$ cat config.mk
export PLATFORM = sky130hd
export DESIGN_NAME = utf8_stream_decoder_width_unit_flat
export DESIGN_NICKNAME = d
export VERILOG_FILES = /design/src/u8w_pkg.sv /design/src/u8w_req_if.sv /design/src/u8w_rsp_if.sv /design/src/utf8_stream_decoder_width_unit.sv /design/src/u8w_seq_decode.sv /design/src/flat_wrapper.sv
export SDC_FILE = /design/constraint.sdc
export NUM_CORES = 1
export LEC_CHECK = 0
export BUFFER_PORTS_ARGS = -buffer_cell sky130_fd_sc_hd__buf_2
export CELL_PAD_IN_SITES_DETAIL_PLACEMENT = 1
export CELL_PAD_IN_SITES_GLOBAL_PLACEMENT = 2
export CORE_MARGIN = 3
export CORE_UTILIZATION = 29
export CTS_CLUSTER_SIZE = 10
export DETAILED_ROUTE_END_ITERATION = 10
export GPL_TIMING_DRIVEN = 0
export MAX_ROUTING_LAYER = met4
export PLACE_DENSITY = 0.63
export SYNTH_ARGS = -nofsm -noshare
export SYNTH_HDL_FRONTEND = slang
export SYNTH_SLANG_ARGS = --single-unit
$ cat constraint.sdc
create_clock -name clock -period 13.4 [get_ports clock]
set_clock_uncertainty 0.1 [all_clocks]
set_input_delay 3.35 -clock clock [delete_from_list [all_inputs] [get_ports clock]]
set_output_delay 3.35 -clock clock [all_outputs]
set_load 0.005 [all_outputs]
$ cat src/u8w_pkg.sv
// ----------------------------------------------------------------------------
// u8w_pkg
// Shared types and constants for the streaming UTF-8 decoder with display
// width: result entry layout, byte range limits and combining mark ranges.
// ----------------------------------------------------------------------------
`default_nettype none

package u8w_pkg;

   // field widths of one result word and the result list bounds
   localparam int CP_W        = 21;
   localparam int BC_W        = 3;
   localparam int COLS_W      = 16;
   localparam int MAX_RESULTS = 5;
   localparam int CNT_W       = 3;

   // byte classes
   localparam logic [7:0] BYTE_NUL      = 8'h00;
   localparam logic [7:0] BYTE_NEWLINE  = 8'h0A;
   localparam logic [7:0] BYTE_ASCII_HI = 8'h7F;
   localparam logic [7:0] CONT_LO       = 8'h80;
   localparam logic [7:0] CONT_HI       = 8'hBF;
   localparam logic [7:0] LEAD2_LO      = 8'hC2;
   localparam logic [7:0] LEAD2_HI      = 8'hDF;
   localparam logic [7:0] LEAD3_LO      = 8'hE0;
   localparam logic [7:0] LEAD3_HI      = 8'hEF;
   localparam logic [7:0] LEAD4_LO      = 8'hF0;
   localparam logic [7:0] LEAD4_HI      = 8'hF4;

   // leads with a narrowed second byte
   localparam logic [7:0] LEAD_E0 = 8'hE0;
   localparam logic [7:0] LEAD_ED = 8'hED;
   localparam logic [7:0] LEAD_F0 = 8'hF0;
   localparam logic [7:0] LEAD_F4 = 8'hF4;
   localparam logic [7:0] E0_LO   = 8'hA0;
   localparam logic [7:0] ED_HI   = 8'h9F;
   localparam logic [7:0] F0_LO   = 8'h90;
   localparam logic [7:0] F4_HI   = 8'h8F;

   // sequence lengths
   localparam logic [2:0] LEN_NONE = 3'd0;
   localparam logic [2:0] LEN_ONE  = 3'd1;
   localparam logic [2:0] LEN_TWO  = 3'd2;
   localparam logic [2:0] LEN_THREE = 3'd3;
   localparam logic [2:0] LEN_FOUR = 3'd4;

   // combining mark ranges
   localparam logic [CP_W-1:0] COMB0_LO = 21'h000300;
   localparam logic [CP_W-1:0] COMB0_HI = 21'h00036F;
   localparam logic [CP_W-1:0] COMB1_LO = 21'h001AB0;
   localparam logic [CP_W-1:0] COMB1_HI = 21'h001AFF;
   localparam logic [CP_W-1:0] COMB2_LO = 21'h001DC0;
   localparam logic [CP_W-1:0] COMB2_HI = 21'h001DFF;
   localparam logic [CP_W-1:0] COMB3_LO = 21'h0020D0;
   localparam logic [CP_W-1:0] COMB3_HI = 21'h0020FF;
   localparam logic [CP_W-1:0] COMB4_LO = 21'h00FE20;
   localparam logic [CP_W-1:0] COMB4_HI = 21'h00FE2F;

   typedef enum logic [0:0] {
      KIND_CODE_POINT = 1'b0,
      KIND_SUMMARY    = 1'b1
   } kind_type;

   // one pending result, before width bookkeeping
   typedef struct packed {
      kind_type          kind;
      logic [CP_W-1:0]   cp;
      logic [BC_W-1:0]   bc;
   } entry_type;

   // all results caused by one input word
   typedef struct packed {
      entry_type [MAX_RESULTS-1:0] ent;
      logic [CNT_W-1:0]            count;
   } list_type;

   function automatic logic is_combining(input logic [CP_W-1:0] cp);
      return (cp >= COMB0_LO && cp <= COMB0_HI) || (cp >= COMB1_LO && cp <= COMB1_HI)
          || (cp >= COMB2_LO && cp <= COMB2_HI) || (cp >= COMB3_LO && cp <= COMB3_HI)
          || (cp >= COMB4_LO && cp <= COMB4_HI);
   endfunction

   function automatic entry_type raw_entry(input logic [7:0] b);
      entry_type e;
      e.kind = KIND_CODE_POINT;
      e.cp   = CP_W'(b);
      e.bc   = LEN_ONE;
      return e;
   endfunction

endpackage

`default_nettype wire

$ cat src/u8w_req_if.sv
// ----------------------------------------------------------------------------
// u8w_req_if
// Input channel: one string byte per word with an end marker.
// ----------------------------------------------------------------------------
`default_nettype none

interface u8w_req_if;
   logic       valid;
   logic       ready;
   logic [7:0] data_byte;
   logic       end_of_string;

   modport source (output valid, output data_byte, output end_of_string, input ready);
   modport sink   (input valid, input data_byte, input end_of_string, output ready);
endinterface

`default_nettype wire

$ cat src/u8w_rsp_if.sv
// ----------------------------------------------------------------------------
// u8w_rsp_if
// Result channel: one decoded code point or end-of-string summary per word.
// ----------------------------------------------------------------------------
`default_nettype none

interface u8w_rsp_if;
   import u8w_pkg::*;

   logic              valid;
   logic              ready;
   logic              result_kind;
   logic [CP_W-1:0]   code_point;
   logic [BC_W-1:0]   byte_count;
   logic              is_combining;
   logic [COLS_W-1:0] columns_so_far;
   logic              final_result;

   modport source (output valid, output result_kind, output code_point, output byte_count,
                   output is_combining, output columns_so_far, output final_result,
                   input ready);
   modport sink   (input valid, input result_kind, input code_point, input byte_count,
                   input is_combining, input columns_so_far, input final_result,
                   output ready);
endinterface

`default_nettype wire

$ cat src/utf8_stream_decoder_width_unit.sv
// path: an accepted word is loaded whole into the result list, and its first
//   result is registered from there into the output register
// throughput: one byte per cycle while each byte gives at most one result and
//   the output is not stalled; a byte giving several results (up to five) holds
//   the input while the list drains one word per unstalled cycle to the output
// reset: clears the open sequence, width count, result list and output valid
// ----------------------------------------------------------------------------
// utf8_stream_decoder_width_unit
// Strict streaming UTF-8 decoder that reports each code point with a running
// display width and closes every string with a summary word.
// ----------------------------------------------------------------------------
`default_nettype none

module utf8_stream_decoder_width_unit #(
   parameter int WIDTH_BITS = 16
) (
   input wire logic clock,
   input wire logic reset,
   u8w_req_if.sink  req_ch,
   u8w_rsp_if.source rsp_ch
);
   import u8w_pkg::*;

   list_type                    list;
   logic                        req_fire;
   logic                        out_load;
   logic                        pop;

   entry_type [MAX_RESULTS-1:0] seq_ff;
   entry_type [MAX_RESULTS-1:0] seq_in;
   logic [CNT_W-1:0]            cnt_ff;
   logic [CNT_W-1:0]            cnt_in;
   logic [WIDTH_BITS-1:0]       width_ff;
   logic [WIDTH_BITS-1:0]       width_in;
   logic [WIDTH_BITS-1:0]       width_next;

   logic              rsp_valid_ff;
   logic              kind_ff;
   logic [CP_W-1:0]   cp_ff;
   logic [BC_W-1:0]   bc_ff;
   logic              comb_ff;
   logic [COLS_W-1:0] cols_ff;
   logic              final_ff;
   logic              comb_now;
   logic [COLS_W-1:0] cols_now;

   // handshake
   assign out_load     = !rsp_valid_ff || rsp_ch.ready;
   assign pop          = (cnt_ff != '0) && out_load;
   assign req_ch.ready = (cnt_ff == '0) || ((cnt_ff == CNT_W'(1)) && out_load);
   assign req_fire     = req_ch.valid && req_ch.ready;

   // sequence tracking and result expansion
   u8w_seq_decode u_decode (
      .clock         (clock),
      .reset         (reset),
      .fire          (req_fire),
      .data_byte     (req_ch.data_byte),
      .end_of_string (req_ch.end_of_string),
      .list          (list)
   );

   // result list: loaded whole, drained from the front
   always_comb begin
      seq_in = seq_ff;
      cnt_in = cnt_ff;
      if (req_fire) begin
         seq_in = list.ent;
         cnt_in = list.count;
      end else if (pop) begin
         for (int i = 0; i < MAX_RESULTS - 1; i++) begin
            seq_in[i] = seq_ff[i+1];
         end
         cnt_in = cnt_ff - 1'b1;
      end
   end

   // display width of the head word, saturating
   always_comb begin
      comb_now   = is_combining(seq_ff[0].cp);
      width_next = width_ff;
      if (seq_ff[0].cp != CP_W'(BYTE_NEWLINE) && !comb_now && width_ff != '1) begin
         width_next = width_ff + 1'b1;
      end
      width_in = width_ff;
      cols_now = COLS_W'(width_ff);
      if (pop) begin
         if (seq_ff[0].kind == KIND_SUMMARY) begin
            width_in = '0;
         end else begin
            width_in = width_next;
            cols_now = COLS_W'(width_next);
         end
      end
   end

   // control registers
   always_ff @(posedge clock) begin
      if (reset) begin
         cnt_ff       <= '0;
         width_ff     <= '0;
         rsp_valid_ff <= 1'b0;
      end else begin
         cnt_ff   <= cnt_in;
         width_ff <= width_in;
         if (out_load) begin
            rsp_valid_ff <= pop;
         end
      end
   end

   // payload registers
   always_ff @(posedge clock) begin
      seq_ff <= seq_in;
      if (pop) begin
         kind_ff  <= seq_ff[0].kind;
         cp_ff    <= seq_ff[0].cp;
         bc_ff    <= seq_ff[0].bc;
         comb_ff  <= (seq_ff[0].kind == KIND_CODE_POINT) && comb_now;
         cols_ff  <= cols_now;
         final_ff <= (cnt_ff == CNT_W'(1));
      end
   end

   assign rsp_ch.valid          = rsp_valid_ff;
   assign rsp_ch.result_kind    = kind_ff;
   assign rsp_ch.code_point     = cp_ff;
   assign rsp_ch.byte_count     = bc_ff;
   assign rsp_ch.is_combining   = comb_ff;
   assign rsp_ch.columns_so_far = cols_ff;
   assign rsp_ch.final_result   = final_ff;

   // checks
   a_list_bound: assert property (@(posedge clock) disable iff (reset)
      cnt_ff <= CNT_W'(MAX_RESULTS))
      else $error("result list over capacity");

   a_summary_last: assert property (@(posedge clock) disable iff (reset)
      rsp_valid_ff && kind_ff == KIND_SUMMARY |-> final_ff)
      else $error("summary word not marked final");

   a_width_cleared: assert property (@(posedge clock) disable iff (reset)
      pop && seq_ff[0].kind == KIND_SUMMARY |=> width_ff == '0)
      else $error("width not cleared after summary");

   a_code_len: assert property (@(posedge clock) disable iff (reset)
      rsp_valid_ff && kind_ff == KIND_CODE_POINT |->
         (bc_ff == LEN_ONE || bc_ff == LEN_TWO || bc_ff == LEN_THREE || bc_ff == LEN_FOUR))
      else $error("decoded word with bad byte count");

   a_load_empty: assert property (@(posedge clock) disable iff (reset)
      req_fire |=> cnt_ff == $past(list.count))
      else $error("result list lost words on load");

endmodule

`default_nettype wire

$ cat src/u8w_seq_decode.sv
// ----------------------------------------------------------------------------
// u8w_seq_decode
// Holds the open UTF-8 sequence and expands each accepted byte into the
// ordered list of results it causes (raw flushes, decoded point, summary).
// ----------------------------------------------------------------------------
`default_nettype none

module u8w_seq_decode (
   input  wire logic             clock,
   input  wire logic             reset,
   input  wire logic             fire,
   input  wire logic [7:0]       data_byte,
   input  wire logic             end_of_string,
   output u8w_pkg::list_type     list
);
   import u8w_pkg::*;

   logic [7:0] pend_ff [3];
   logic [1:0] pcount_ff;
   logic [2:0] explen_ff;

   logic [7:0]      pend_in [3];
   logic [1:0]      pcnt_n;
   logic [2:0]      len_n;
   logic            open_seq;
   logic [7:0]      lo;
   logic [7:0]      hi;
   logic            fits;
   logic            take;
   logic            complete;
   logic            lead;
   logic [2:0]      new_len;
   logic            ends;
   logic            flush_all;
   logic [CP_W-1:0] cp;
   entry_type [7:0] slot;
   logic [7:0]      slot_v;
   logic [CNT_W-1:0] n;

   // continuation range check, narrowed on the second byte
   always_comb begin
      lo = CONT_LO;
      hi = CONT_HI;
      if (pcount_ff == 2'd1) begin
         unique case (pend_ff[0])
            LEAD_E0: lo = E0_LO;
            LEAD_ED: hi = ED_HI;
            LEAD_F0: lo = F0_LO;
            LEAD_F4: hi = F4_HI;
            default: ;
         endcase
      end
      open_seq = (pcount_ff != 2'd0);
      fits     = (data_byte >= lo) && (data_byte <= hi);
      take     = open_seq && fits;
      complete = take && (({1'b0, pcount_ff} + 3'd1) >= explen_ff);
   end

   // code point assembly
   always_comb begin
      unique case (explen_ff)
         LEN_TWO:
            cp = CP_W'({pend_ff[0][4:0], data_byte[5:0]});
         LEN_THREE:
            cp = CP_W'({pend_ff[0][3:0], pend_ff[1][5:0], data_byte[5:0]});
         default:
            cp = {pend_ff[0][2:0], pend_ff[1][5:0], pend_ff[2][5:0], data_byte[5:0]};
      endcase
   end

   // lead classification and next sequence state
   always_comb begin
      new_len = LEN_NONE;
      if (data_byte >= LEAD2_LO && data_byte <= LEAD2_HI) begin
         new_len = LEN_TWO;
      end else if (data_byte >= LEAD3_LO && data_byte <= LEAD3_HI) begin
         new_len = LEN_THREE;
      end else if (data_byte >= LEAD4_LO && data_byte <= LEAD4_HI) begin
         new_len = LEN_FOUR;
      end
      lead = (new_len != LEN_NONE);

      pend_in = pend_ff;
      pcnt_n  = pcount_ff;
      len_n   = explen_ff;
      if (take) begin
         if (complete) begin
            pcnt_n = 2'd0;
            len_n  = LEN_NONE;
         end else begin
            pend_in[pcount_ff] = data_byte;
            pcnt_n = pcount_ff + 2'd1;
         end
      end else begin
         pcnt_n = 2'd0;
         len_n  = LEN_NONE;
         if (lead) begin
            pend_in[0] = data_byte;
            pcnt_n = 2'd1;
            len_n  = new_len;
         end
      end
      ends      = !take && (data_byte == BYTE_NUL);
      flush_all = ends || end_of_string;
   end

   // candidate results in emission order, then packed to the front
   always_comb begin
      slot   = '0;
      slot_v = '0;
      for (int i = 0; i < 3; i++) begin
         slot[i]   = raw_entry(pend_ff[i]);
         slot_v[i] = open_seq && !fits && (2'(i) < pcount_ff);
      end
      if (complete) begin
         slot[3].kind = KIND_CODE_POINT;
         slot[3].cp   = cp;
         slot[3].bc   = explen_ff;
         slot_v[3]    = 1'b1;
      end else if (!take && data_byte != BYTE_NUL && !lead) begin
         slot[3]   = raw_entry(data_byte);
         slot_v[3] = 1'b1;
      end
      for (int i = 0; i < 3; i++) begin
         slot[4+i]   = raw_entry(pend_in[i]);
         slot_v[4+i] = flush_all && (2'(i) < pcnt_n);
      end
      slot[7].kind = KIND_SUMMARY;
      slot[7].cp   = '0;
      slot[7].bc   = '0;
      slot_v[7]    = flush_all;

      list = '0;
      n    = '0;
      for (int k = 0; k < 8; k++) begin
         if (slot_v[k] && n < CNT_W'(MAX_RESULTS)) begin
            list.ent[n] = slot[k];
            n = n + 1'b1;
         end
      end
      list.count = n;
   end

   // sequence state
   always_ff @(posedge clock) begin
      if (reset) begin
         pcount_ff <= 2'd0;
         explen_ff <= LEN_NONE;
      end else if (fire) begin
         pcount_ff <= flush_all ? 2'd0 : pcnt_n;
         explen_ff <= flush_all ? LEN_NONE : len_n;
      end
   end

   // held bytes of the open sequence
   always_ff @(posedge clock) begin
      if (fire) begin
         pend_ff <= pend_in;
      end
   end

endmodule

`default_nettype wire
$ cat src/flat_wrapper.sv
// flat-port wrapper written by rule: the top's interface ports become plain ports
module utf8_stream_decoder_width_unit_flat import u8w_pkg::*;
#(
   parameter int WIDTH_BITS = 16
)
  (clock, reset, req_ch_valid, req_ch_data_byte, req_ch_end_of_string, req_ch_ready, rsp_ch_valid, rsp_ch_result_kind, rsp_ch_code_point, rsp_ch_byte_count, rsp_ch_is_combining, rsp_ch_columns_so_far, rsp_ch_final_result, rsp_ch_ready);
  u8w_req_if req_ch_i ();
  u8w_rsp_if rsp_ch_i ();
  input wire logic clock;
  input wire logic reset;
  input wire logic [$bits(req_ch_i.valid)-1:0] req_ch_valid;
  input wire logic [$bits(req_ch_i.data_byte)-1:0] req_ch_data_byte;
  input wire logic [$bits(req_ch_i.end_of_string)-1:0] req_ch_end_of_string;
  output wire logic [$bits(req_ch_i.ready)-1:0] req_ch_ready;
  output wire logic [$bits(rsp_ch_i.valid)-1:0] rsp_ch_valid;
  output wire logic [$bits(rsp_ch_i.result_kind)-1:0] rsp_ch_result_kind;
  output wire logic [$bits(rsp_ch_i.code_point)-1:0] rsp_ch_code_point;
  output wire logic [$bits(rsp_ch_i.byte_count)-1:0] rsp_ch_byte_count;
  output wire logic [$bits(rsp_ch_i.is_combining)-1:0] rsp_ch_is_combining;
  output wire logic [$bits(rsp_ch_i.columns_so_far)-1:0] rsp_ch_columns_so_far;
  output wire logic [$bits(rsp_ch_i.final_result)-1:0] rsp_ch_final_result;
  input wire logic [$bits(rsp_ch_i.ready)-1:0] rsp_ch_ready;
  assign req_ch_i.valid = req_ch_valid;
  assign req_ch_i.data_byte = req_ch_data_byte;
  assign req_ch_i.end_of_string = req_ch_end_of_string;
  assign req_ch_ready = req_ch_i.ready;
  assign rsp_ch_valid = rsp_ch_i.valid;
  assign rsp_ch_result_kind = rsp_ch_i.result_kind;
  assign rsp_ch_code_point = rsp_ch_i.code_point;
  assign rsp_ch_byte_count = rsp_ch_i.byte_count;
  assign rsp_ch_is_combining = rsp_ch_i.is_combining;
  assign rsp_ch_columns_so_far = rsp_ch_i.columns_so_far;
  assign rsp_ch_final_result = rsp_ch_i.final_result;
  assign rsp_ch_i.ready = rsp_ch_ready;
  utf8_stream_decoder_width_unit #(.WIDTH_BITS(WIDTH_BITS)) u_core (.clock(clock), .reset(reset), .req_ch(req_ch_i), .rsp_ch(rsp_ch_i));
endmodule
==> impl_metrics.toml <==
[status]
status = "complete, no violations"

[clock_network]
clock_path_buffers = 3
numCtsBuffers = 27
tritoncts = "done"
ctsHoldBuffers = 0
htree_num_levels = 1
clkSinkCount = 217
clk_latency_ns = 0.55
post_cts_buffers = 0
path_clk_slew_ns = 0.05
cts_resized = 0
cts_root_buf = "clkbuf_16"

[power]
ir_drop_mv = 0.1001
seqPwrFrac_pct = 45.6
p_leak_nw = 5.142
combPwrFrac_pct = 29.9
p_per_area_mw_per_mm2 = 200.2
p_int_w = 0.001839
netSwitchingPower_w = 0.0009766
clockPowerShare_pct = 24.6
p_sw_share_pct = 34.68

[sta]
setup_viol_count_final = 0
fmax_mhz = 87.37
worst_pin_slew_ns = 1.291
rsz0062_at_grt = "false"
final_hold_viol_count = 0
relSlewSlack_pct = 13.27
setup_tns_ns = 0
fin_crit_sh_pct = 85.41
drv_slew = 0
finalCriticalPeriod_ns = 11.45

[place]
place.gp.congestion = 0.8882
io_buffer_count = 55
dpl.cell_count = 1786
place.detailed.hpwl_um = 32340

[flow_run]
drv_cap = 0

[floorplanning]
die_h_um = 211.0
die_w_um = 211.0
core_area_mm2 = 0.04120
die_area_mm2 = 0.04453
fp-row-count = 74
start_util_pct = 29.59
num_io_pins = 58

[grt]
grt_pass1_wl_um = 65930
grt.total_usage_pct = 19.86
grt_pass1_vias = 10300
grt_overflow = 0
grt_max_degree = 59
antenna_found_initial = 0

[cells_and_area]
drive_gt1_share_pct = 12.28
seq_area_mm2 = 0.006266
multi_input_area_mm2 = 0.005564
final_util_pct = 34.14
n_fill_cell = 4645
final_cells = 1827
diodes = 0
nets = 1321
area_delta_synth_final_pct = 15.39

[logic_synthesis]
muxShareOfSynthArea_pct = 3.982
synth_seq_cells = 217
avgSynthCellArea_um2 = 10.32
ys.flop_type = "edfxtp_1"
synth_edf_count = 192
yosys.area.top_type_share_pct = 47.30
ys_top_cells_by_area = "edfxtp_1 (47%), nand2_1 (4.8%), dfxtp_1 (4.1%)"
yosys_warnings = 0
synth_compound_area_share_pct = 20.44
synth_top_family_by_area = "compound AO/OA/AOI/OAI gates"
synth_area_mm2 = 0.01219
synth-async-reset-ratio_pct = 0
ys_types = 87
synth-simple-area-share_pct = 16.59
synth-xor-area-share_pct = 1.447
yosysSeqAreaShare_pct = 51.40
syn_inst = 1181
synthAdderAreaFrac_pct = 2.628
yosysTopAreaCell = "edfxtp_1"

[hold_path]
hold_path.class = "reg2reg"

[setup_path]
crit_path_max_incr_delay_ns = 0.75
worstPathArrival_ns = 11.63
startpoint_type = "primary input"
worst_path_most_repeated_cell = "ha_1"
criticalPathCategory = "in2reg"
cp_max_fo = 12
end_kind = "flop"
crit_required_ns = 13.58
cp_slowest_cell = "nor2_1"
reg2reg_slack_ns = 3.67

[route]
ant_nets = 0
dr.pass1.iters = 8
first_iter_violations = 703
wl_per_cell_um = 23.55
vias = 9985
detail_route.vias_per_cell = 5.465
drc = 0
drt-total-wl_um = 43030
-- kinds of logic (layout without fill, tap and decap cells) --
group	after synthesis	count (layout)
DFF	217	217
AOI/OAI and AO/OA	347	347
adders and majority gates	25	25
xor gates and xnor gates	18	18
and+or+nand+nor	420	420
other	1	15
buffers and inverters	107	207
muxes	46	46
-- power groups by stage --
| stage | combinational, W | sequential (W) | clock, W |
|---|---|---|---|
| after floorplan | 0.000496 | 0.00130 | 0 |
| after global placement | 0.000811 | 0.00134 | 0 |
| after detailed placement | 0.000858 | 0.00130 | 0 |
| after CTS | 0.000862 | 0.00129 | 0.000711 |
| after global routing | 0.000942 | 0.00132 | 0.000739 |
| final | 0.000841 | 0.00128 | 0.000692 |
-- registers in the layout, summed over array words and instances (netlist names) --
signal	count
u_core.seq_ff	125
u_core.u_decode.pend_ff	24
u_core.rsp_ch.code_point	21
u_core.rsp_ch.columns_so_far	16
u_core.width_ff	16
u_core.cnt_ff	3
u_core.rsp_ch.byte_count	3
u_core.u_decode.explen_ff	3
u_core.u_decode.pcount_ff	2
u_core.rsp_ch.final_result	1
u_core.rsp_ch.is_combining	1
u_core.rsp_ch.result_kind	1
u_core.rsp_ch.valid	1
-- layout by cell type (no fill, tap or decap), drive strengths merged, types with 22 or more instances in the layout --
cell type / n
edfxtp: 192
nand2: 156
clkbuf: 89
o21ai: 87
nor2: 86
buf: 74
a21oi: 55
a22o: 46
nand3: 39
inv: 36
nor3: 33
mux2i: 26
dfxtp: 25
ha: 24
o31ai: 24
or3: 22
-- critical path, delay by kind of cell --
kind	cells	cell delay, ns
adders and majority gates	5	1.08
buffers and inverters	8	1.52
and+or+nand+nor	10	2.86
AOI/OAI and AO/OA	10	2.77
-- final cells by class --
cell class / instances / share of cell area, %
multi-input cells: 871 / 39.56
clock buffers: 33 / 5.035
repair buffers: 59 / 2.366
inverters: 36 / 0.9963
well taps: 532 / 4.732
clock inverters: 8 / 0.7027
flip-flops and latches: 217 / 44.55
plain buffers: 71 / 2.064
-- metrics by stage --
stage	cell area [um2]	hold slack (ns)	worst slack, ns	total power, W
CTS	14070	0.3245	1.955	0.002860
floorplan	12240	0.3003	3.024	0.001794
detailed placement	13260	0.3093	1.385	0.002158
global placement	13180	0.3064	1.448	0.002149
finish	14070	0.3218	1.955	0.002816
global route	14070	0.3496	1.266	0.002996
-- worst paths after layout --
check / startpoint / end / depth (start not counted)
max: req_ch_data_byte[4] / u_core.seq_ff[56]$_DFFE_PP_ / 33
max reg2reg: u_core.u_decode.pcount_ff[0]$_SDFFE_PP0P_ / u_core.seq_ff[56]$_DFFE_PP_ / 34
min: u_core.seq_ff[1]$_DFFE_PP_ / u_core.rsp_ch.byte_count[1]$_DFFE_PP_ / 0
min reg2reg: u_core.seq_ff[1]$_DFFE_PP_ / u_core.rsp_ch.byte_count[1]$_DFFE_PP_ / 0
-- routing by layer --
metal	GRT usage, %	wire [um]	share of wire (%)
met5	-	0	0
met4	4.249	858	2.0
met3	2.911	2332	5.4
met2	31.95	19710	46
met1	26.84	20120	47
-- cells in the mapped netlist (9+ instances only) --
library cell  count
mux2_2           20
clkbuf_1         55
mux2i_1          26
or3_1            20
nor2_1           83
nand3_1          39
nand2_1         156
nand2b_1          9
xor2_1           12
a22o_1           46
nor2b_1           9
o31ai_1          22
a31oi_1          18
inv_1            33
a21oi_1          54
edfxtp_1        192
ha_1             24
nor3_1           27
dfxtp_1          25
o211ai_1         16
o21ai_0          83
and3_1           19
nand4_1          17
a22oi_1          11
Power figures use the tool's default switching activity.
